`src/design/sine_even_horner_evaluator_assert.svh`:
```
// Assertion macros for the even-polynomial sine evaluator.
// Included by the RTL files that carry assertions; no other dependencies.
`ifndef SINE_EVEN_HORNER_EVALUATOR_ASSERT_SVH
`define SINE_EVEN_HORNER_EVALUATOR_ASSERT_SVH

`ifndef SYNTHESIS
// Check a property on every clock edge outside reset.
`define SEHE_ASSERT(lbl, clk, rst_n, prop) \
    lbl: assert property (@(posedge clk) disable iff (!rst_n) prop) \
        else $error("sehe assertion failed");
// Check a property on every clock edge, reset included.
`define SEHE_ASSERT_ALWAYS(lbl, clk, prop) \
    lbl: assert property (@(posedge clk) prop) \
        else $error("sehe assertion failed");
`else
`define SEHE_ASSERT(lbl, clk, rst_n, prop)
`define SEHE_ASSERT_ALWAYS(lbl, clk, prop)
`endif

`endif

```
`src/design/sehe_pkg.sv`:
```
// Shared widths, constants and item types of the even-polynomial sine evaluator.
// Used by every module of the block; depends on nothing.
`default_nettype none

package sehe_pkg;

    localparam int PHASE_W        = 16;  // signed Q1.15
    localparam int Z_W            = 31;  // unsigned Q1.30, up to 2^30
    localparam int H_W            = 32;  // signed Q.30 root factor
    localparam int G_W            = 34;  // signed Q18.16 Horner accumulator
    localparam int COEF_W         = 32;  // signed Q16.16
    localparam int SINE_W         = 16;  // signed Q1.15
    localparam int PROD_W         = G_W + H_W;
    localparam int COEF_REGS      = 6;
    localparam int CFG_IDX_W      = 3;
    localparam int NUM_COEFFS_DEF = 6;

    localparam logic signed [G_W-1:0] G_MAX = {1'b0, {(G_W-1){1'b1}}};
    localparam logic signed [G_W-1:0] G_MIN = {1'b1, {(G_W-1){1'b0}}};

    // 0.25 in Q.30
    localparam logic [Z_W-1:0] QUARTER_Z = 31'h1000_0000;

    localparam logic signed [SINE_W-1:0] SINE_MAX = 16'sh7fff;
    localparam logic signed [SINE_W-1:0] SINE_MIN = 16'sh8000;

    typedef logic signed [COEF_W-1:0] t_coef;

    // One item in flight between the root factor stage and the product stage.
    typedef struct packed {
        logic signed [PHASE_W-1:0] x;
        logic        [Z_W-1:0]     z;
        logic signed [H_W-1:0]     h;
        logic signed [G_W-1:0]     g;
        logic                      sat;
    } t_item;

endpackage

`default_nettype wire

```
`src/design/sehe_out.sv`:
```
// Back end: product g*h, then rounding to Q1.15 with saturation into the output register.
// Depends on sehe_pkg.
`default_nettype none

module sehe_out (
    input  wire                                  i_clk,
    input  wire                                  i_rst_n,
    input  wire                                  i_valid,
    output logic                                 o_ready,
    input  sehe_pkg::t_item                      i_item,
    output logic                                 o_valid,
    input  wire                                  i_ready,
    output logic signed [sehe_pkg::SINE_W-1:0]   o_sine,
    output logic                                 o_sat
);

    localparam int PW = sehe_pkg::PROD_W;
    localparam int QW = PW - 31;

    // product stage
    logic                                 r_vp;
    logic signed [PW-1:0]                 r_p;
    logic                                 r_sp;
    // output stage
    logic                                 r_vy;
    logic signed [sehe_pkg::SINE_W-1:0]   r_y;
    logic                                 r_sy;

    logic                                 ready_p;
    logic                                 ready_y;
    logic signed [PW-1:0]                 prod;
    logic signed [PW-1:0]                 p_rnd;
    logic signed [QW-1:0]                 q;
    logic                                 sat_hi;
    logic                                 sat_lo;
    logic signed [sehe_pkg::SINE_W-1:0]   n_y;

    assign ready_y = !r_vy || i_ready;
    assign ready_p = !r_vp || ready_y;
    assign o_ready = ready_p;

    assign prod = i_item.g * i_item.h;

    always_comb begin
        p_rnd  = r_p + PW'(64'sh4000_0000);
        q      = p_rnd[PW-1:31];
        sat_hi = !q[QW-1] && (|q[QW-2:sehe_pkg::SINE_W-1]);
        sat_lo =  q[QW-1] && !(&q[QW-2:sehe_pkg::SINE_W-1]);
        if (sat_hi) begin
            n_y = sehe_pkg::SINE_MAX;
        end else if (sat_lo) begin
            n_y = sehe_pkg::SINE_MIN;
        end else begin
            n_y = q[sehe_pkg::SINE_W-1:0];
        end
    end

    always_ff @(posedge i_clk) begin
        if (!i_rst_n) begin
            r_vp <= 1'b0;
            r_vy <= 1'b0;
        end else begin
            if (ready_p) begin
                r_vp <= i_valid;
            end
            if (ready_y) begin
                r_vy <= r_vp;
            end
        end
    end

    always_ff @(posedge i_clk) begin
        if (ready_p && i_valid) begin
            r_p  <= prod;
            r_sp <= i_item.sat;
        end
        if (ready_y && r_vp) begin
            r_y  <= n_y;
            r_sy <= r_sp || sat_hi || sat_lo;
        end
    end

    assign o_valid = r_vy;
    assign o_sine  = r_y;
    assign o_sat   = r_sy;

endmodule

`default_nettype wire

```
`config.mk`:
```
export PLATFORM = sky130hd
export DESIGN_NAME = sehe_out
export DESIGN_NICKNAME = d
export VERILOG_FILES = /design/src/design/sine_even_horner_evaluator_assert.svh /design/src/design/sehe_pkg.sv /design/src/design/sehe_out.sv
export SDC_FILE = /design/constraint.sdc
export NUM_CORES = 2
export LEC_CHECK = 0
export BUFFER_PORTS_ARGS = -buffer_cell sky130_fd_sc_hd__buf_2
export CORE_ASPECT_RATIO = 1.25
export CORE_MARGIN = 3
export CORE_UTILIZATION = 60
export DETAILED_ROUTE_END_ITERATION = 6
export PLACE_DENSITY = 0.77
export SLEW_MARGIN = 20
export SYNTH_ARGS = -nofsm -noshare
export SYNTH_HDL_FRONTEND = slang
export SYNTH_SLANG_ARGS = --single-unit
```
`constraint.sdc`:
```
create_clock -name i_clk -period 9.7 [get_ports i_clk]
set_clock_uncertainty 0.15 [all_clocks]
set_input_delay 0.97 -clock i_clk [delete_from_list [all_inputs] [get_ports i_clk]]
set_output_delay 0.97 -clock i_clk [all_outputs]
set_load 0.02 [all_outputs]
```
Word level (Yosys, flattened, before mapping)
Index checks and enable logic that the tools add are counted.

$add $sub $neg: 1. Multiply operators: 1. Divide/modulo/power cells: 0. Order comparisons: 0. Equality and inequality tests: 0. Shift-type cells: 0. Muxes and demuxes: 1. Bitwise gates (word level): 0. Reduce and logical (&&, ||, !) cells: 14.

Operators with widths (number): adder 66 x 32 -> 66 bit (second input constant) (1); multiplier 34 x 32 -> 66 bit (1); AND reduction 19 bit (1); OR reduction 19 bit (1); two-way mux 16 bit (1); logical AND 1 bit (4); logical NOT 1 bit (4); logical OR 1 bit (4).

Flip-flop bits (word level): 86. Latch bits: 0. Bits in writable memories: 0. Bits in read-only memories: 0. Logic and storage cells: 23. Memories kept: 0.

Longest topological paths before layout
Depth after elaboration: 5. Depth in mapped cells: 30. Mapped depth without buffers: 29.

Worst setup path after synthesis
Ideal clock, no wire load.

Path type: input to register. Start: input i_item[34] in the netlist's numbering. End: register r_p[65], data pin. Arrival time: 8.387 ns. Slack: 0.902 ns. Stages: 29. Path through: clkbuf_1 > nand2_1 > inv_1 > fa_1 > inv_1 > fa_1 > inv_1 > fa_1 > fa_1 > inv_1 > fa_1 > inv_1 > fa_1 > inv_1 > fa_1 > fa_1 > inv_1 > ha_1 > clkbuf_1 > a21oi_1 > o21bai_1 > a21o_1 > a21o_1 > a21o_1 > a21oi_1 > o21ai_0 > a21oi_1 > nand2_1 > a311o_1.

Longest elaborated chain between the ends: 1.

RTL lines: from (decl) (RTL line sehe_out.sv:10) `input sehe_pkg::t_item i_item,`; multiplier 34 x 32 -> 66 bit (RTL line sehe_out.sv:42) `assign prod = i_item.g * i_item.h;`; via prod[65] (RTL line sehe_out.sv:31) `logic signed [PW-1:0] prod;`; to (signal assigned) (RTL line sehe_out.sv:74) `r_p <= prod;`; to (decl) (RTL line sehe_out.sv:22) `logic signed [PW-1:0] r_p;`.

The timed path passes the listed nets, and every way through them passes these cells. A chain may end at the register's enable or synchronous reset.

Worst setup path in the final report
Start: input i_item[22] in the netlist's numbering. End: register r_p[53], data pin.

The elaborated chain is that of the path after synthesis.

==> summary.txt <==
Top Family by Delay on Critical Path = adder cells
Final Hold Vio Count = 0
height of the chip = 294 um
crit path capture type = flip-flop
unrepaired setup endpoints after global routing = false
R2R Setup Slk = 6.31 ns
synth cell count leaders = fa_1, inv_1, nand2_1
number of synthesized flops with an enable pin = 54
area of the multi-input gates = 0.0334 sq mm
pre-CTS setup slack = 0.511 ns
share of the synthesized area in the top cell type = 57.3%
Post-Syn Instances = 4179
worst setup path class = in2reg
min Tclk post-route = 9.05 ns
ys flop type = edfxtp_1
vias per cell = 5.69
Hold WS = 0.359 ns
Area growth syn-to-layout = 3.61%
Setup-failing EPs final = 0
first-pass GRT wire length = 171000 um
post-CTS setup buffer count = 0
outcome = completed
GR Util All Layers = 31.7%
FMAX = 110 MHz
Hold Crit Class = reg2reg
final estimated routing congestion in global placement = 0.916
clk_lat worst skew = 0.29 ns
Hold EP = o_valid$_SDFFE_PN0P_
Ports = 137
min-delay src = r_vp$_SDFFE_PN0N_
distinct cell type count after synthesis = 65
Max-slew headroom = 40.9%
drt total wl = 104000 um
Nets = 5579
Vias = 28400
CP peak stage delay = 0.62 ns
Critical Path Slowest Stage Cell = fa_1
Post-CTS Hold Buffers = 0
Pre-Repair DR Iteration Count = 5
vias in the first global route = 32800
total grt overflow = 0
largest cells by area after synthesis = fa_1, inv_1, and2_1
total CTS buffers = 5
Fillers = 5362
most numerous cell in the Yosys netlist = fa_1
Mapped Area = 0.0399 sq mm
final setup margin = 0.646 ns
H-tree levels = 2
post-synthesis sequential area ratio = 4.17%
Worst EP arrival = 8.94 ns
period utilisation layout = 93.3%
fraction of layout cells with a size suffix above 1 = 4.38%
CP startpoint kind = input port
1st-iter DRT viols = 1573
starting density of the core = 60.7%
R2R cell count = 9
crit path buf inv count = 5
# rows = 105
setup tns final = 0 ns
CTS tree = done
required time worst endpoint = 9.59 ns
HPWL Detailed = 85300 um
I/O Buffers = 89
FF+latch count, synth = 56
Tightest Pin Transition = 0.886 ns
hold path depth = 1
clk slew on worst S/H paths = 0.07 ns
Critical R2R Capture = o_sine[9]$_SDFFCE_PP1P_
Die ar. = 0.0696 sq mm
die width = 237 um
R2R Path Start = r_p[47]$_DFFE_PP_
clock buffer depth = 2
Yosys top cell by area = fa_1
clock root buffer = clkbuf_16
Synth async-reset ratio = 0%
largest net degree at the start of global routing = 38
initial antenna violation count = 5
Critical Path Fanout Max = 32
number of instances in the placed design = 4984
DRC violations left = 0
Post-DRT Antenna Nets = 0
WL per Instance = 20.9 um
syn_nets = 5623
most frequent CP cell = fa_1
Sequential Area = 0.00166 sq mm
PostCTS Resize Cnt = 0
number of synthesis warnings = 0
Max Transition Viols Final = 0
clock sink total = 56
core area = 0.0657 sq mm
Layout Cells excl Fill = 4997
synthesized area per cell = 9.54 sq um
max-cap violation count = 0
-- layout make-up --
type	count	area share, %
clock buffer	6	0.312
timing repair buffer	162	2.41
clock inverter	2	0.0939
sequential	56	4.02
inverter	1063	9.66
multi-input combinational	2847	80.9
tap	856	2.59
antenna	5	0.0303
-- through the flow --
| step | area (sq um) | util [%] |
|---|---|---|
| finish | 41300 | 62.9 |
| detailed placement | 41100 | 62.6 |
| floorplan | 39900 | - |
| CTS | 41300 | 62.9 |
| global placement | 41100 | 62.6 |
| global route | 41300 | 62.9 |
-- logic make-up after synthesis --
kind of cell,share of synthesized area [%]
adder cells (fa/ha/maj),63.1
buffers and inverters,12.0
AND/OR/NAND/NOR,16.0
AO/OA/AOI/OAI,3.17
XOR/XNOR,1.58
flip-flops,4.17
-- registers in the layout, indices dropped and copies added (netlist names) --
signal / flops
o_sine: 16
o_valid: 1
r_sp: 1
r_p: 36
o_sat: 1
r_vp: 1
-- layout by cell type (no fill, tap or decap), drive strengths merged, types with 5 or more instances in the layout --
cell    count
xor2       28
clkbuf      6
a31oi      14
edfxtp     54
nand4      22
fa       1141
buf       162
and3        9
ha        185
a21o       29
nand2     549
and2      546
and4        8
nand2b     11
a21oi      50
diode       5
o211ai      6
o21ai      43
nor3       11
nand3      17
a211oi     10
o21bai      6
o21a        6
xnor2      44
inv      1064
nor2b       5
nor2       63
-- metal layers --
| metal | wire (um) | GRT usage (%) | share of wire [%] |
|---|---|---|---|
| met5 | 12 | 0 | 0.011 |
| met3 | 6470 | 2.99 | 6.2 |
| met1 | 34000 | 35.3 | 33 |
| met4 | 9240 | 20.7 | 8.9 |
| met2 | 54700 | 58.0 | 52 |
-- worst max-delay path by stage --
| stage | slack [ns] | cells past startpoint | endpoint | start |
|---|---|---|---|---|
| after floorplan | 0.90 | 29 | r_p[65]$_DFFE_PP_ | i_item[34] |
| after global placement | 0.60 | 25 | r_p[61]$_DFFE_PP_ | i_item[42] |
| after detailed placement | 0.51 | 25 | r_p[59]$_DFFE_PP_ | i_item[22] |
| after CTS | 0.79 | 25 | r_p[59]$_DFFE_PP_ | i_item[22] |
| after global routing | 0.37 | 27 | r_p[65]$_DFFE_PP_ | i_item[42] |
| final | 0.65 | 25 | r_p[53]$_DFFE_PP_ | i_item[22] |
Power is left out: the tool's default activity adds up to more than one toggle a clock period on the data nets, which glitch-free logic cannot reach.
