[config.mk]
export PLATFORM = sky130hd
export DESIGN_NAME = sehe_front
export DESIGN_NICKNAME = d
export VERILOG_FILES = /design/src/design/sehe_pkg.sv /design/src/design/sehe_front.sv
export VERILOG_INCLUDE_DIRS = /design/src /design/src/design
export SDC_FILE = /design/constraint.sdc
export NUM_CORES = 2
export LEC_CHECK = 0
export BUFFER_PORTS_ARGS = -buffer_cell sky130_fd_sc_hd__buf_2
export CORE_MARGIN = 8
export CORE_UTILIZATION = 29
export DETAILED_ROUTE_END_ITERATION = 16
export PLACE_DENSITY_LB_ADDON = 0.05
export SKIP_CTS_REPAIR_TIMING = 1
export SKIP_LAST_GASP = 1
export SYNTH_ARGS = -nofsm -noshare
export SYNTH_HDL_FRONTEND = slang
export SYNTH_SLANG_ARGS = --single-unit
export TNS_END_PERCENT = 50
[constraint.sdc]
create_clock -name i_clk -period 7.9 [get_ports i_clk]
set_input_delay 0 -clock i_clk [delete_from_list [all_inputs] [get_ports i_clk]]
set_output_delay 0 -clock i_clk [all_outputs]
set_load 0.02 [all_outputs]
[src/design/sine_even_horner_evaluator_assert.svh]
// Assertion macros for the even-polynomial sine evaluator.
// Included by the RTL files that carry assertions; no other dependencies.
`ifndef SINE_EVEN_HORNER_EVALUATOR_ASSERT_SVH
`define SINE_EVEN_HORNER_EVALUATOR_ASSERT_SVH

`ifndef SYNTHESIS
// Check a property on every clock edge outside reset.
`define SEHE_ASSERT(lbl, clk, rst_n, prop) \
    lbl: assert property (@(posedge clk) disable iff (!rst_n) prop) \
        else $error("sehe assertion failed");
// Check a property on every clock edge, reset included.
`define SEHE_ASSERT_ALWAYS(lbl, clk, prop) \
    lbl: assert property (@(posedge clk) prop) \
        else $error("sehe assertion failed");
`else
`define SEHE_ASSERT(lbl, clk, rst_n, prop)
`define SEHE_ASSERT_ALWAYS(lbl, clk, prop)
`endif

`endif

[src/design/sehe_pkg.sv]
// Shared widths, constants and item types of the even-polynomial sine evaluator.
// Used by every module of the block; depends on nothing.
`default_nettype none

package sehe_pkg;

    localparam int PHASE_W        = 16;  // signed Q1.15
    localparam int Z_W            = 31;  // unsigned Q1.30, up to 2^30
    localparam int H_W            = 32;  // signed Q.30 root factor
    localparam int G_W            = 34;  // signed Q18.16 Horner accumulator
    localparam int COEF_W         = 32;  // signed Q16.16
    localparam int SINE_W         = 16;  // signed Q1.15
    localparam int PROD_W         = G_W + H_W;
    localparam int COEF_REGS      = 6;
    localparam int CFG_IDX_W      = 3;
    localparam int NUM_COEFFS_DEF = 6;

    localparam logic signed [G_W-1:0] G_MAX = {1'b0, {(G_W-1){1'b1}}};
    localparam logic signed [G_W-1:0] G_MIN = {1'b1, {(G_W-1){1'b0}}};

    // 0.25 in Q.30
    localparam logic [Z_W-1:0] QUARTER_Z = 31'h1000_0000;

    localparam logic signed [SINE_W-1:0] SINE_MAX = 16'sh7fff;
    localparam logic signed [SINE_W-1:0] SINE_MIN = 16'sh8000;

    typedef logic signed [COEF_W-1:0] t_coef;

    // One item in flight between the root factor stage and the product stage.
    typedef struct packed {
        logic signed [PHASE_W-1:0] x;
        logic        [Z_W-1:0]     z;
        logic signed [H_W-1:0]     h;
        logic signed [G_W-1:0]     g;
        logic                      sat;
    } t_item;

endpackage

`default_nettype wire

[src/design/sehe_front.sv]
// Front end: square of the phase, then root factor x*(z - 0.25) and Horner seed.
// Depends on sehe_pkg and the assertion header.
`default_nettype none
`include "sine_even_horner_evaluator_assert.svh"

module sehe_front (
    input  wire                                   i_clk,
    input  wire                                   i_rst_n,
    input  wire                                   i_valid,
    output logic                                  o_ready,
    input  wire  signed [sehe_pkg::PHASE_W-1:0]   i_phase,
    input  wire  signed [sehe_pkg::COEF_W-1:0]    i_coef_top,
    output logic                                  o_valid,
    input  wire                                   i_ready,
    output sehe_pkg::t_item                       o_item
);

    // square stage
    logic                                 r_va;
    logic signed [sehe_pkg::PHASE_W-1:0]  r_xa;
    logic        [sehe_pkg::Z_W-1:0]      r_za;
    // root factor stage
    logic                                 r_vb;
    sehe_pkg::t_item                      r_item_b;

    logic                                 ready_a;
    logic                                 ready_b;
    logic signed [2*sehe_pkg::PHASE_W-1:0] sq;
    logic signed [sehe_pkg::H_W-1:0]      d;
    logic signed [47:0]                   m;
    logic signed [47:0]                   m_rnd;
    sehe_pkg::t_item                      n_item_b;

    assign ready_b = !r_vb || i_ready;
    assign ready_a = !r_va || ready_b;
    assign o_ready = ready_a;

    assign sq = i_phase * i_phase;

    always_comb begin
        d     = $signed({1'b0, r_za}) - $signed({1'b0, sehe_pkg::QUARTER_Z});
        m     = r_xa * d;
        m_rnd = m + 48'sh4000;
        n_item_b.x   = r_xa;
        n_item_b.z   = r_za;
        n_item_b.h   = m_rnd[46:15];
        n_item_b.g   = {{(sehe_pkg::G_W-sehe_pkg::COEF_W){i_coef_top[sehe_pkg::COEF_W-1]}},
                        i_coef_top};
        n_item_b.sat = 1'b0;
    end

    always_ff @(posedge i_clk) begin
        if (!i_rst_n) begin
            r_va <= 1'b0;
            r_vb <= 1'b0;
        end else begin
            if (ready_a) begin
                r_va <= i_valid;
            end
            if (ready_b) begin
                r_vb <= r_va;
            end
        end
    end

    always_ff @(posedge i_clk) begin
        if (ready_a && i_valid) begin
            r_xa <= i_phase;
            r_za <= sq[sehe_pkg::Z_W-1:0];
        end
        if (ready_b && r_va) begin
            r_item_b <= n_item_b;
        end
    end

    assign o_valid = r_vb;
    assign o_item  = r_item_b;

    // the root factor vanishes at zero and at plus or minus one half
    `SEHE_ASSERT(a_root_zero, i_clk, i_rst_n, (r_vb && (r_item_b.x == 16'sh0000 || r_item_b.x == 16'sh4000 || r_item_b.x == 16'shc000)) |-> (r_item_b.h == '0))

endmodule

`default_nettype wire

# Yosys cells after proc, flatten, opt, wreduce, memory -nomap -nowiden
# Cells that the tools add are included.
# totals
regBits	160
word_cells	18
# classes
addsub	2
mul	2
reduce_logical	6
# ops
operator	n
47-bit by 16-bit adder with 47-bit output, second input constant	1
16-bit by 32-bit multiplier with 47-bit output	1
31-bit by 29-bit subtractor with 32-bit output, second input constant	1
16-bit by 16-bit multiplier with 31-bit output	1
1-bit logical AND	2
1-bit zero test	2
1-bit logical OR	2

# Longest topological paths before layout
# depth
depth_word	4
mapped_depth	26
ltp_nobuf	24

# Worst setup path before layout
# OpenSTA, ideal clock, no wires.
# synth_timing
kind	reg2reg
startpoint	reg r_za[28] in the netlist's numbering
endpoint	reg r_item_b (netlist bit o_item[66]) (data pin)
setup_time_ns	0.158
t_arrival_ns	6.920
required_ns	7.742
path_slack_ns	0.822
stages_incl_launch_ff	27
path_buffers	2
path_cell_list	edfxtp_1 inv_1 clkbuf_1 ha_1 xor2_1 clkbuf_1 nand2_1 fa_1 inv_1 fa_1 inv_1 fa_1 inv_1 fa_1 fa_1 inv_1 fa_1 inv_1 ha_1 a21o_1 o21bai_1 a221oi_2 o21ai_2 o21a_1 or3_4 a2111o_1 o211ai_1
# synth_via
elab_chain_len	3
# synth_lines
element	line	rtl
start: declaration	sehe_front.sv:21	logic [sehe_pkg::Z_W-1:0] r_za;
start signal: assignment	sehe_front.sv:69	r_za <= sq[sehe_pkg::Z_W-1:0];
31-bit by 29-bit subtractor with 32-bit output	sehe_front.sv:41	d = $signed({1'b0, r_za}) - $signed({1'b0, sehe_pkg::QUARTER_Z});
16-bit by 32-bit multiplier with 47-bit output	sehe_front.sv:42	m = r_xa * d;
47-bit by 16-bit adder with 47-bit output	sehe_front.sv:43	m_rnd = m + 48'sh4000;
net m_rnd[46]	sehe_front.sv:31	logic signed [47:0] m_rnd;
end signal: assignment	sehe_front.sv:72	r_item_b <= n_item_b;
end: declaration	sehe_front.sv:24	sehe_pkg::t_item r_item_b;
# The timed path passes the listed nets, and every way through them passes these cells.
# A chain may end at the register's enable or synchronous reset.

# Worst setup path in the final report
# layout_timing
startpoint	reg r_xa[11] in the netlist's numbering
endpoint	reg r_item_b (netlist bit o_item[57]) (data pin)
# layout_via
elab_chain_len	2
# layout_lines
element	line	rtl
start: declaration	sehe_front.sv:20	logic signed [sehe_pkg::PHASE_W-1:0] r_xa;
start signal: assignment	sehe_front.sv:68	r_xa <= i_phase;
16-bit by 32-bit multiplier with 47-bit output	sehe_front.sv:42	
47-bit by 16-bit adder with 47-bit output	sehe_front.sv:43	
net m_rnd[37]	sehe_front.sv:31	
# The timed path passes the listed nets, and every way through them passes these cells.

==> results.py <==
metrics = {
    "detailed_routing": {
        "wl_um": 88440,
        "via_count": 19950,
        "avgViaCountPerCell": 4.351,
        "final_antenna_net_count": 0,
        "drc_errors": 0,
        "drt_first_iter_violations": 880,
        "dr.pass1.iters": 7,
        "wl_per_cell_um": 19.29,
    },
    "setup_path": {
        "r2r_slack_ns": 0.69,
        "rr_worst_depth": 20,
        "r2r-end": "o_item[57]",
        "rr_startpoint": "r_xa[11]",
        "endpoint_kind": "flip-flop",
        "crit_path_start_kind": "flip-flop",
        "path_class": "reg -> reg",
        "worstPathArrival_ns": 7.45,
        "required_ns": 8.14,
        "cp_max_fo": 21,
    },
    "die": {
        "pin_count": 168,
        "core_um2": 103600,
        "placementRows": 118,
        "die_w_um": 339.3,
        "die_area_um2": 115100,
        "start_util": 0.2924,
        "die_h_um": 339.3,
    },
    "clock_tree": {
        "clock_sinks": 156,
        "path_clk_slew_ns": 0.07,
        "root_buffer": "clkbuf_16",
        "cts_buffers": 17,
        "clk_latency_ns": 0.52,
        "h-tree-depth": 4,
        "cts_tree": "built",
        "cts_buffer_depth": 2,
    },
    "global_routing": {
        "grt_max_degree": 50,
        "grt_pass1_vias": 22920,
        "overflow": 0,
        "track_usage": 0.1566,
        "antenna_found_initial": 3,
        "grt_pass1_wl_um": 138100,
    },
    "logic_synthesis": {
        "synth-simple-area-share": 0.1187,
        "synth.mux.area_fraction": 0.0003303,
        "synth_flop_cell": "edfxtp_1",
        "synth_top_family_by_area": "adder cells",
        "syn_area_um2": 30310,
        "synthArstFlopShare": 0,
        "synth_xor_area_frac": 0.02341,
        "avgSynthCellArea_um2": 10.07,
        "ys_seq_area_frac": 0.1539,
        "synth_compound_area_frac": 0.03790,
        "yosysWarnings": 0,
        "synth-adder-area-share": 0.5466,
        "netlist_instances": 3011,
        "synth-edff-count": 154,
        "synth.distinct_cells": 64,
        "postSynthRegisterBits": 156,
    },
    "sta": {
        "maxSlewViolCount": 0,
        "period_share": 0.9123,
        "holdWs_ns": 0.01180,
        "rsz0062_at_grt": "no",
        "setup_viol_count_final": 0,
        "fmax_ghz": 0.1388,
        "tightest_slew_ns": 1.197,
        "fin_skew_ns": 0.02085,
        "tns_ns": 0,
        "min_period_ns": 7.207,
        "slew_headroom": 0.2018,
        "hold_viol_final": 0,
    },
    "min_path": {
        "min-delay-start": "i_phase[2]",
        "hp-class": "in -> reg",
        "hold_end": "r_xa[2]",
        "whs_path_depth": 1,
    },
    "layout": {
        "fin_area_um2": 33950,
        "area_growth_pct": 12.00,
        "layout.nets": 4145,
        "num-fill-cells": 10730,
        "drive_gt1_frac": 0.08362,
    },
    "placed_design": {
        "globalplace.congestion": 0.7914,
        "place_area_um2": 32900,
        "port_buffers": 165,
        "dp_hpwl_um": 70050,
    },
    "flow_run": {
        "max_cap_viol_count": 0,
    },
    "run_status": {
        "status": "finished, final reports clean",
    },
}
-- sequential cells by signal, indices dropped and copies added (netlist names) --
register	cells
r_za	29
r_xa	16
o_item	109
r_va	1
o_valid	1
-- area by class of cell --
cell class | instances | area, um2 | share of cell area
antenna | 1 | 2.502 | 0.00007372
clock buffer | 19 | 432.9 | 0.01275
clock inverter | 13 | 166.4 | 0.004902
inverter | 850 | 3191 | 0.09399
multi-input combinational | 1905 | 22070 | 0.6502
sequential | 156 | 4664 | 0.1374
tap | 1380 | 1727 | 0.05087
timing repair buffer | 262 | 1689 | 0.04976
-- Yosys cell counts, types with 3 or more instances --
cell type  number  area (um2)
or2_2           3       18.77
a211oi_1        5       37.54
o21ai_0        26       130.1
buf_4           5       37.54
inv_1         849        3187
and3_1          5       31.28
clkbuf_1       99       371.6
o2111ai_1       3       26.28
a21oi_1        46       230.2
a21o_1         27       202.7
xnor2_1        62       543.0
nand3_1         8       40.04
edfxtp_1      154        4624
nand4_1         4       25.02
o21bai_1        9       67.56
xor2_1         19       166.4
o31ai_1         4       30.03
o21a_1          9       67.56
nor2b_1        17       106.4
and2_1        238        1489
nor3_1          8       40.04
ha_1          196        2452
nand2b_1       18       112.6
o211ai_1        5       37.54
fa_1          705       14110
nor2_1         80       300.3
nand2_1       353        1325
a31oi_1         4       25.02
-- critical path: stages, from the launching register on --
cell and delay, ns:
edfxtp_1 1.15, nand2_1 0.18, fa_1 0.54, inv_1 0.05
fa_1 0.59, fa_1 0.46, fa_1 0.47, fa_1 0.49
inv_1 0.05, fa_1 0.61, inv_1 0.07, ha_1 0.37
a21oi_1 0.21, o21ai_0 0.13, o21ai_0 0.23, o311ai_2 0.13
buf_4 0.18, a221oi_2 0.36, o21ai_1 0.19, o41ai_1 0.35
xnor2_1 0.11
-- worst max path at each step --
stage | slack (ns) | from | cells after the start | end
after CTS | 0.66 | r_xa[11] | 20 | o_item[57]
after global routing | 0.19 | r_xa[11] | 20 | o_item[57]
after detailed placement | 0.68 | r_xa[11] | 20 | o_item[57]
after floorplan | 0.82 | r_za[28] | 26 | o_item[66]
after global placement | 0.75 | r_xa[5] | 21 | o_item[66]
final | 0.69 | r_xa[11] | 20 | o_item[57]
-- cells in the final DEF, fill, tap and decap left out, types with 8 or more instances in the layout --
master / count
clkbuf_16: 17
nand2b_1: 18
and2_1: 237
a21o_1: 27
inv_1: 849
edfxtp_1: 154
buf_2: 165
o21ai_0: 26
dlygate4sd3_1: 44
a21oi_1: 46
xor2_1: 19
nor2_1: 80
buf_4: 51
o21a_1: 9
xnor2_1: 62
fa_1: 705
nor2b_1: 16
nand2_1: 353
o21bai_1: 9
ha_1: 196
nand3_1: 8
-- metrics by stage --
| stage | worst slack (ns) | util | std cells |
|---|---|---|---|
| after floorplan | 0.8224 | - | 3016 |
| after global placement | 0.7526 | 0.3175 | 4509 |
| final | 0.6932 | 0.3275 | 4586 |
| after detailed placement | 0.6849 | 0.3175 | 4509 |
| after global routing | 0.1930 | 0.3275 | 4585 |
| after CTS | 0.6591 | 0.3232 | 4541 |
-- layer usage --
metal	GRT usage	vias up	wire length [um]
met3	0.02731	50	3803
met4	0.03203	0	1098
met1	0.2148	10420	42260
li1	-	9115	-
met5	0	-	0
met2	0.2601	368	41280
-- kinds of logic after synthesis --
| kind of cell | count (synthesis) |
|---|---|
| buf+inv | 955 |
| fa+ha+maj | 901 |
| simple gates | 748 |
| compound gates | 167 |
| flops | 156 |
| xor+xnor | 81 |
| other cells | 2 |
| mux | 1 |
Power is not shown: default switching activity piles up to over one toggle a cycle in this logic, so the estimate is an artifact.
