### src/design/sine_even_horner_evaluator_assert.svh
// Assertion macros for the even-polynomial sine evaluator.
// Included by the RTL files that carry assertions; no other dependencies.
`ifndef SINE_EVEN_HORNER_EVALUATOR_ASSERT_SVH
`define SINE_EVEN_HORNER_EVALUATOR_ASSERT_SVH

`ifndef SYNTHESIS
// Check a property on every clock edge outside reset.
`define SEHE_ASSERT(lbl, clk, rst_n, prop) \
    lbl: assert property (@(posedge clk) disable iff (!rst_n) prop) \
        else $error("sehe assertion failed");
// Check a property on every clock edge, reset included.
`define SEHE_ASSERT_ALWAYS(lbl, clk, prop) \
    lbl: assert property (@(posedge clk) prop) \
        else $error("sehe assertion failed");
`else
`define SEHE_ASSERT(lbl, clk, rst_n, prop)
`define SEHE_ASSERT_ALWAYS(lbl, clk, prop)
`endif

`endif

### src/design/sehe_pkg.sv
// Shared widths, constants and item types of the even-polynomial sine evaluator.
// Used by every module of the block; depends on nothing.
`default_nettype none

package sehe_pkg;

    localparam int PHASE_W        = 16;  // signed Q1.15
    localparam int Z_W            = 31;  // unsigned Q1.30, up to 2^30
    localparam int H_W            = 32;  // signed Q.30 root factor
    localparam int G_W            = 34;  // signed Q18.16 Horner accumulator
    localparam int COEF_W         = 32;  // signed Q16.16
    localparam int SINE_W         = 16;  // signed Q1.15
    localparam int PROD_W         = G_W + H_W;
    localparam int COEF_REGS      = 6;
    localparam int CFG_IDX_W      = 3;
    localparam int NUM_COEFFS_DEF = 6;

    localparam logic signed [G_W-1:0] G_MAX = {1'b0, {(G_W-1){1'b1}}};
    localparam logic signed [G_W-1:0] G_MIN = {1'b1, {(G_W-1){1'b0}}};

    // 0.25 in Q.30
    localparam logic [Z_W-1:0] QUARTER_Z = 31'h1000_0000;

    localparam logic signed [SINE_W-1:0] SINE_MAX = 16'sh7fff;
    localparam logic signed [SINE_W-1:0] SINE_MIN = 16'sh8000;

    typedef logic signed [COEF_W-1:0] t_coef;

    // One item in flight between the root factor stage and the product stage.
    typedef struct packed {
        logic signed [PHASE_W-1:0] x;
        logic        [Z_W-1:0]     z;
        logic signed [H_W-1:0]     h;
        logic signed [G_W-1:0]     g;
        logic                      sat;
    } t_item;

endpackage

`default_nettype wire

### src/design/sehe_horner_step.sv
// One Horner step: g <= sat(round(g*z >> 30) + coef), one register stage.
// Depends on sehe_pkg.
`default_nettype none

module sehe_horner_step (
    input  wire                                 i_clk,
    input  wire                                 i_rst_n,
    input  wire                                 i_valid,
    output logic                                o_ready,
    input  sehe_pkg::t_item                     i_item,
    input  wire  signed [sehe_pkg::COEF_W-1:0]  i_coef,
    output logic                                o_valid,
    input  wire                                 i_ready,
    output sehe_pkg::t_item                     o_item
);

    localparam int PW = sehe_pkg::G_W + sehe_pkg::Z_W + 1;

    logic                          r_valid;
    sehe_pkg::t_item               r_item;

    logic signed [PW-1:0]          prod;
    logic signed [PW-1:0]          prod_rnd;
    logic signed [PW-30:0]         t;
    logic                          sat_hi;
    logic                          sat_lo;
    sehe_pkg::t_item               n_item;

    assign o_ready = !r_valid || i_ready;

    always_comb begin
        prod     = i_item.g * $signed({1'b0, i_item.z});
        prod_rnd = prod + PW'(64'sh2000_0000);
        // floor shift by 30, widen by one bit for the coefficient add
        t = {prod_rnd[PW-1], prod_rnd[PW-1:30]}
            + {{(PW-29-sehe_pkg::COEF_W){i_coef[sehe_pkg::COEF_W-1]}}, i_coef};
        sat_hi = !t[PW-30] && (|t[PW-31:sehe_pkg::G_W-1]);
        sat_lo =  t[PW-30] && !(&t[PW-31:sehe_pkg::G_W-1]);
        n_item = i_item;
        if (sat_hi) begin
            n_item.g = sehe_pkg::G_MAX;
        end else if (sat_lo) begin
            n_item.g = sehe_pkg::G_MIN;
        end else begin
            n_item.g = t[sehe_pkg::G_W-1:0];
        end
        n_item.sat = i_item.sat || sat_hi || sat_lo;
    end

    always_ff @(posedge i_clk) begin
        if (!i_rst_n) begin
            r_valid <= 1'b0;
        end else if (o_ready) begin
            r_valid <= i_valid;
        end
    end

    always_ff @(posedge i_clk) begin
        if (o_ready && i_valid) begin
            r_item <= n_item;
        end
    end

    assign o_valid = r_valid;
    assign o_item  = r_item;

endmodule

`default_nettype wire

### config.mk
export PLATFORM = sky130hd
export DESIGN_NAME = sehe_horner_step
export DESIGN_NICKNAME = d
export VERILOG_FILES = /design/src/design/sine_even_horner_evaluator_assert.svh /design/src/design/sehe_pkg.sv /design/src/design/sehe_horner_step.sv
export SDC_FILE = /design/constraint.sdc
export NUM_CORES = 2
export LEC_CHECK = 0
export BUFFER_PORTS_ARGS = -buffer_cell sky130_fd_sc_hd__buf_2
export CAP_MARGIN = 20
export CORE_UTILIZATION = 60
export DETAILED_ROUTE_END_ITERATION = 10
export GPL_TIMING_DRIVEN = 0
export HOLD_SLACK_MARGIN = 0.03
export PLACE_DENSITY = 0.84
export SYNTH_ARGS = -nofsm -noshare
export SYNTH_HDL_FRONTEND = slang
export SYNTH_SLANG_ARGS = --single-unit
### constraint.sdc
create_clock -name i_clk -period 23.6 [get_ports i_clk]
set_clock_uncertainty 0.15 [all_clocks]
set_input_delay 3.54 -clock i_clk [delete_from_list [all_inputs] [get_ports i_clk]]
set_output_delay 3.54 -clock i_clk [all_outputs]
set_load 0.05 [all_outputs]
Word-level counts from Yosys, hierarchy flattened
Index checks and enable logic that the tools add are counted.
{"block": "op_classes", "muxes": 1, "n_mul": 1, "addsub": 2, "n_reduce_logical": 11}
{"cell": "66-bit by 31-bit adder with 66-bit output, second input constant", "n": 1}
{"cell": "34-bit by 32-bit multiplier with 66-bit output", "n": 1}
{"cell": "36-bit by 32-bit adder with 37-bit output", "n": 1}
{"cell": "34-bit 2-to-1 mux", "n": 1}
{"cell": "1-bit logical AND", "n": 3}
{"cell": "1-bit zero test", "n": 3}
{"cell": "1-bit logical OR", "n": 3}
{"cell": "3-bit AND reduction", "n": 1}
{"cell": "3-bit OR reduction", "n": 1}
{"block": "totals", "ff_bits": 115, "input_bits": 150, "word_cells": 21}

Longest topological paths before layout
{"block": "logic_depth", "depth_word": 7, "depth_mapped": 42, "ltp_nobuf": 39}

Worst setup path before layout
Ideal clock, no wire load.
{"block": "synth_timing", "path_type": "input-to-reg", "start": "in i_item[34] (netlist name)", "end": "reg r_item (netlist bit o_item[11]), data pin", "path_stages": 37, "t_arrival_ns": 13.019, "setup_ns": 0.261, "path_slack_ns": 10.170, "cell_sequence": "clkbuf_1 -> clkbuf_1 -> nand2_1 -> fa_1 -> inv_1 -> fa_1 -> fa_1 -> inv_1 -> fa_1 -> inv_1 -> fa_1 -> fa_1 -> fa_1 -> fa_1 -> ha_1 -> clkbuf_1 -> a21o_1 -> a21o_1 -> a21oi_1 -> o21ai_0 -> a41oi_1 -> a21oi_1 -> a31oi_1 -> inv_1 -> a21oi_1 -> xnor2_1 -> ha_1 -> a21o_1 -> a21o_1 -> a21oi_1 -> nand2_1 -> or3_1 -> and4bb_4 -> or3_4 -> nand2_4 -> buf_6 -> o21ai_2"}
{"block": "synth_via", "elab_chain_cells": 7}
{"item": "from (decl)", "line_no": "sehe_horner_step.sv:10", "text": "input sehe_pkg::t_item i_item,"}
{"item": "34-bit by 32-bit multiplier with 66-bit output *", "line_no": "sehe_horner_step.sv:32", "text": "prod = i_item.g * $signed({1'b0, i_item.z});"}
{"item": "66-bit by 31-bit adder with 66-bit output *", "line_no": "sehe_horner_step.sv:33", "text": "prod_rnd = prod + PW'(64'sh2000_0000);"}
{"item": "36-bit by 32-bit adder with 37-bit output *", "line_no": "sehe_horner_step.sv:36", "text": "+ {{(PW-29-sehe_pkg::COEF_W){i_coef[sehe_pkg::COEF_W-1]}}, i_coef};"}
{"item": "3-bit AND reduction", "line_no": "sehe_horner_step.sv:38", "text": "sat_lo = t[PW-30] && !(&t[PW-31:sehe_pkg::G_W-1]);"}
{"item": "1-bit zero test", "line_no": "sehe_horner_step.sv:38"}
{"item": "1-bit logical AND", "line_no": "sehe_horner_step.sv:38"}
{"item": "34-bit 2-to-1 mux", "line_no": "sehe_horner_step.sv:42", "text": "end else if (sat_lo) begin"}
{"item": "to (signal assigned)", "line_no": "sehe_horner_step.sv:60", "text": "r_item <= n_item;"}
{"item": "to (decl)", "line_no": "sehe_horner_step.sv:20", "text": "sehe_pkg::t_item r_item;"}
Every way passes the cells marked *; elsewhere a longest branch is shown, timed or not.
A chain may end at the register's enable or synchronous reset.

Final worst setup path
{"block": "layout_timing", "start": "in i_item[34] (netlist name)", "end": "reg r_item (netlist bit o_item[25]), data pin"}
Same word-level chain as after synthesis.

==> flow_summary.yaml <==
route:
  routed-via-count: 32620
  antenna_violating_nets_post_route: 0
  finalWirelength_um: 135300
  drcViolationCount: 0
  detail_route.wl_per_cell_um: 24.11
  drt-initial-drc-count: 2828
  firstDrtPassIters: 8
  vias_per_cell: 5.814
worst_setup_path:
  cpMostUsedCell: "sky130_fd_sc_hd__fa_1"
  critPathRequiredTime_ns: 23.69
  crit_fanout: 10
  start_kind: "input port"
  ff2ff_path_depth: 3
  critPathKind: "input port to flop"
  endpoint_kind: "flop"
  critPathMaxStageDelay_ns: 1.01
  critPathSlowestCell: "sky130_fd_sc_hd__fa_1"
  cp.arrival_ns: 15.75
yosys:
  dominantRegCellSynth: "sky130_fd_sc_hd__edfxtp_1"
  ys.warnings.count: 0
  synth_edf_count: 114
  postSynthRegisterBits: 115
  syn_avg_cell_area_sq_um: 9.871
  synth_cells: 4364
  synthesis.nets: 5882
  unique_masters_post_synth: 67
  syn-cell-area_sq_um: 43080
  ys_seq_area_frac: 0.07993
  asyncSetResetFlopFracSynth: 0
global_routing:
  antenna_violations_before_repair: 12
  grt_first_pass_wirelength_um: 206800
  grt_use_total: 0.3869
  grt.overflow.total: 0
  grt_max_degree: 61
  via_count_of_the_first_global_routing_pass: 35100
placed_design:
  detailed_place_hpwl_um: 117700
  buffer_ports.inserted: 265
  place_inst: 5572
  gp_routability_congestion: 1.081
clock_network:
  cts_buffers: 17
  htree_levels: 4
  postCtsResizedCells: 0
  cts.root.buffer_cell: "sky130_fd_sc_hd__clkbuf_16"
  post_cts_hold_buffer_count: 0
  clk_latency_ns: 0.50
  clk_path_buf_depth: 2
  clock_sinks: 115
  post-cts-setup-buffer-count: 0
  clk_pin_slew_worst_paths_ns: 0.07
  cts_tree: "built"
timing:
  final.period_utilization: 0.6637
  final_setup_violating_endpoints: 0
  fmaxAchievable_mhz: 63.85
  slew_viol_final: 0
  worst_pin_slew_ns: 1.148
  rsz0062_at_grt: "false"
  maxSlewHeadroom: 0.2279
  fin_crit_ns: 15.66
  timing_hold_violations_final: 0
  tns_ns: 0
final_layout:
  layout.cells.most_common: "sky130_fd_sc_hd__fa_1"
  fill_cells: 5568
  area_growth_pct: 7.355
  finalNonFillerCells: 5611
  multi_input_comb_area_sq_um: 34950
  drive_gt1_frac: 0.07419
  num-nets-final: 6169
  ff_latch_area_sq_um: 3443
  layout.cells.most_common_list: "1108 x sky130_fd_sc_hd__fa_1, 1020 x sky130_fd_sc_hd__inv_1, 738 x sky130_fd_sc_hd__and2_1"
floorplanning:
  floorplan.die.height_um: 269.9
  core_region_area_sq_um: 70510
  initial_utilization: 0.6109
  number_of_standard_cell_rows_in_the_floorplan: 97
  floorplan.die_area_sq_um: 72870
  top_level_ports: 266
  die_w_um: 269.9
status:
  run_status: "finished, final reports clean"
flow_run:
  max-cap-violations: 0
hold_path:
  worst_hold_path_cell_count: 2
  hp-class: "flop to flop"
## cell families (layout without fill, tap and decap cells)
group,count (synthesis),count (layout),share of synthesized area
adders and majority gates,1368,1368,0.5904
and+or+nand+nor,1259,1259,0.1579
other,0,7,0
buffers and inverters,1238,1538,0.1087
DFF,115,115,0.07993
AOI/OAI and AO/OA,308,308,0.04755
muxes,1,1,0.0002324
xor gates and xnor gates,75,75,0.01525
## cell type report
cell class,count,area share
Sequential cell,115,0.07446
Clock inverter,14,0.003653
Multi-Input combinational cell,3011,0.7558
Clock buffer,18,0.009280
Antenna cell,7,0.0003788
Inverter,1020,0.08279
Tap cell,940,0.02543
Buffer,218,0.01845
Timing Repair Buffer,268,0.02971
## worst max-delay path: cells and delay by family
family / cells / cell delay, ns
compound gates: 7 / 1.95
simple gates: 8 / 1.58
xor+xnor: 1 / 0.38
fa+ha+maj: 10 / 5.64
buf+inv: 8 / 2.66
## worst paths after layout
path                         from  slack, ns                  endpoint
min          o_valid$_SDFFE_PN0N_       0.38      o_valid$_SDFFE_PN0N_
min reg2reg  o_valid$_SDFFE_PN0N_       0.38      o_valid$_SDFFE_PN0N_
max                    i_item[34]       7.94  o_item[25]$_SDFFCE_PP1P_
max reg2reg  o_valid$_SDFFE_PN0N_      21.52      o_item[84]$_DFFE_PP_
## registers in the layout, summed over array words and instances (netlist names)
name     count
o_valid      1
o_item     114
## layer usage
layer  GRT usage  vias up  wire length (um)
li1            -    13410                 -
met3     0.09691      622             13950
met2      0.6164     1945             63330
met1      0.4549    16640             45510
met4      0.2889       10             12390
met5           0        -                71
## per-stage QoR
step                setup slack, ns  hold WS, ns  cell area, sq um  utilization
floorplan                     10.17       0.9964             43080            -
global placement              7.324       0.3515             45580       0.6464
detailed placement            7.564       0.3760             45630       0.6471
CTS                           8.051       0.3879             46230       0.6556
global route                  7.417       0.4247             46230       0.6556
finish                        7.938       0.3834             46240       0.6558
## Yosys cell counts, types with 8 or more instances
library cell | n | area (sq um)
sky130_fd_sc_hd__fa_1 | 1108 | 22180
sky130_fd_sc_hd__inv_1 | 1020 | 3829
sky130_fd_sc_hd__and2_1 | 739 | 4623
sky130_fd_sc_hd__nand2_1 | 379 | 1423
sky130_fd_sc_hd__ha_1 | 260 | 3253
sky130_fd_sc_hd__clkbuf_1 | 207 | 777.0
sky130_fd_sc_hd__edfxtp_1 | 114 | 3423
sky130_fd_sc_hd__a21oi_1 | 80 | 400.4
sky130_fd_sc_hd__nor2_1 | 52 | 195.2
sky130_fd_sc_hd__xnor2_1 | 50 | 437.9
sky130_fd_sc_hd__o21ai_0 | 49 | 245.2
sky130_fd_sc_hd__a21o_1 | 47 | 352.8
sky130_fd_sc_hd__xor2_1 | 25 | 219.0
sky130_fd_sc_hd__nand3_1 | 20 | 100.1
sky130_fd_sc_hd__o21ai_2 | 20 | 175.2
sky130_fd_sc_hd__nand4_1 | 15 | 93.84
sky130_fd_sc_hd__o21a_1 | 15 | 112.6
sky130_fd_sc_hd__o21ai_1 | 14 | 70.07
sky130_fd_sc_hd__a31oi_1 | 12 | 75.07
sky130_fd_sc_hd__nor3_1 | 12 | 60.06
sky130_fd_sc_hd__a211oi_1 | 10 | 75.07
sky130_fd_sc_hd__o21bai_1 | 9 | 67.56
sky130_fd_sc_hd__nand2b_1 | 8 | 50.05
sky130_fd_sc_hd__nor2b_1 | 8 | 50.05
Power is left out: the tool's default activity adds up to more than one toggle a clock period on the data nets, which glitch-free logic cannot reach.
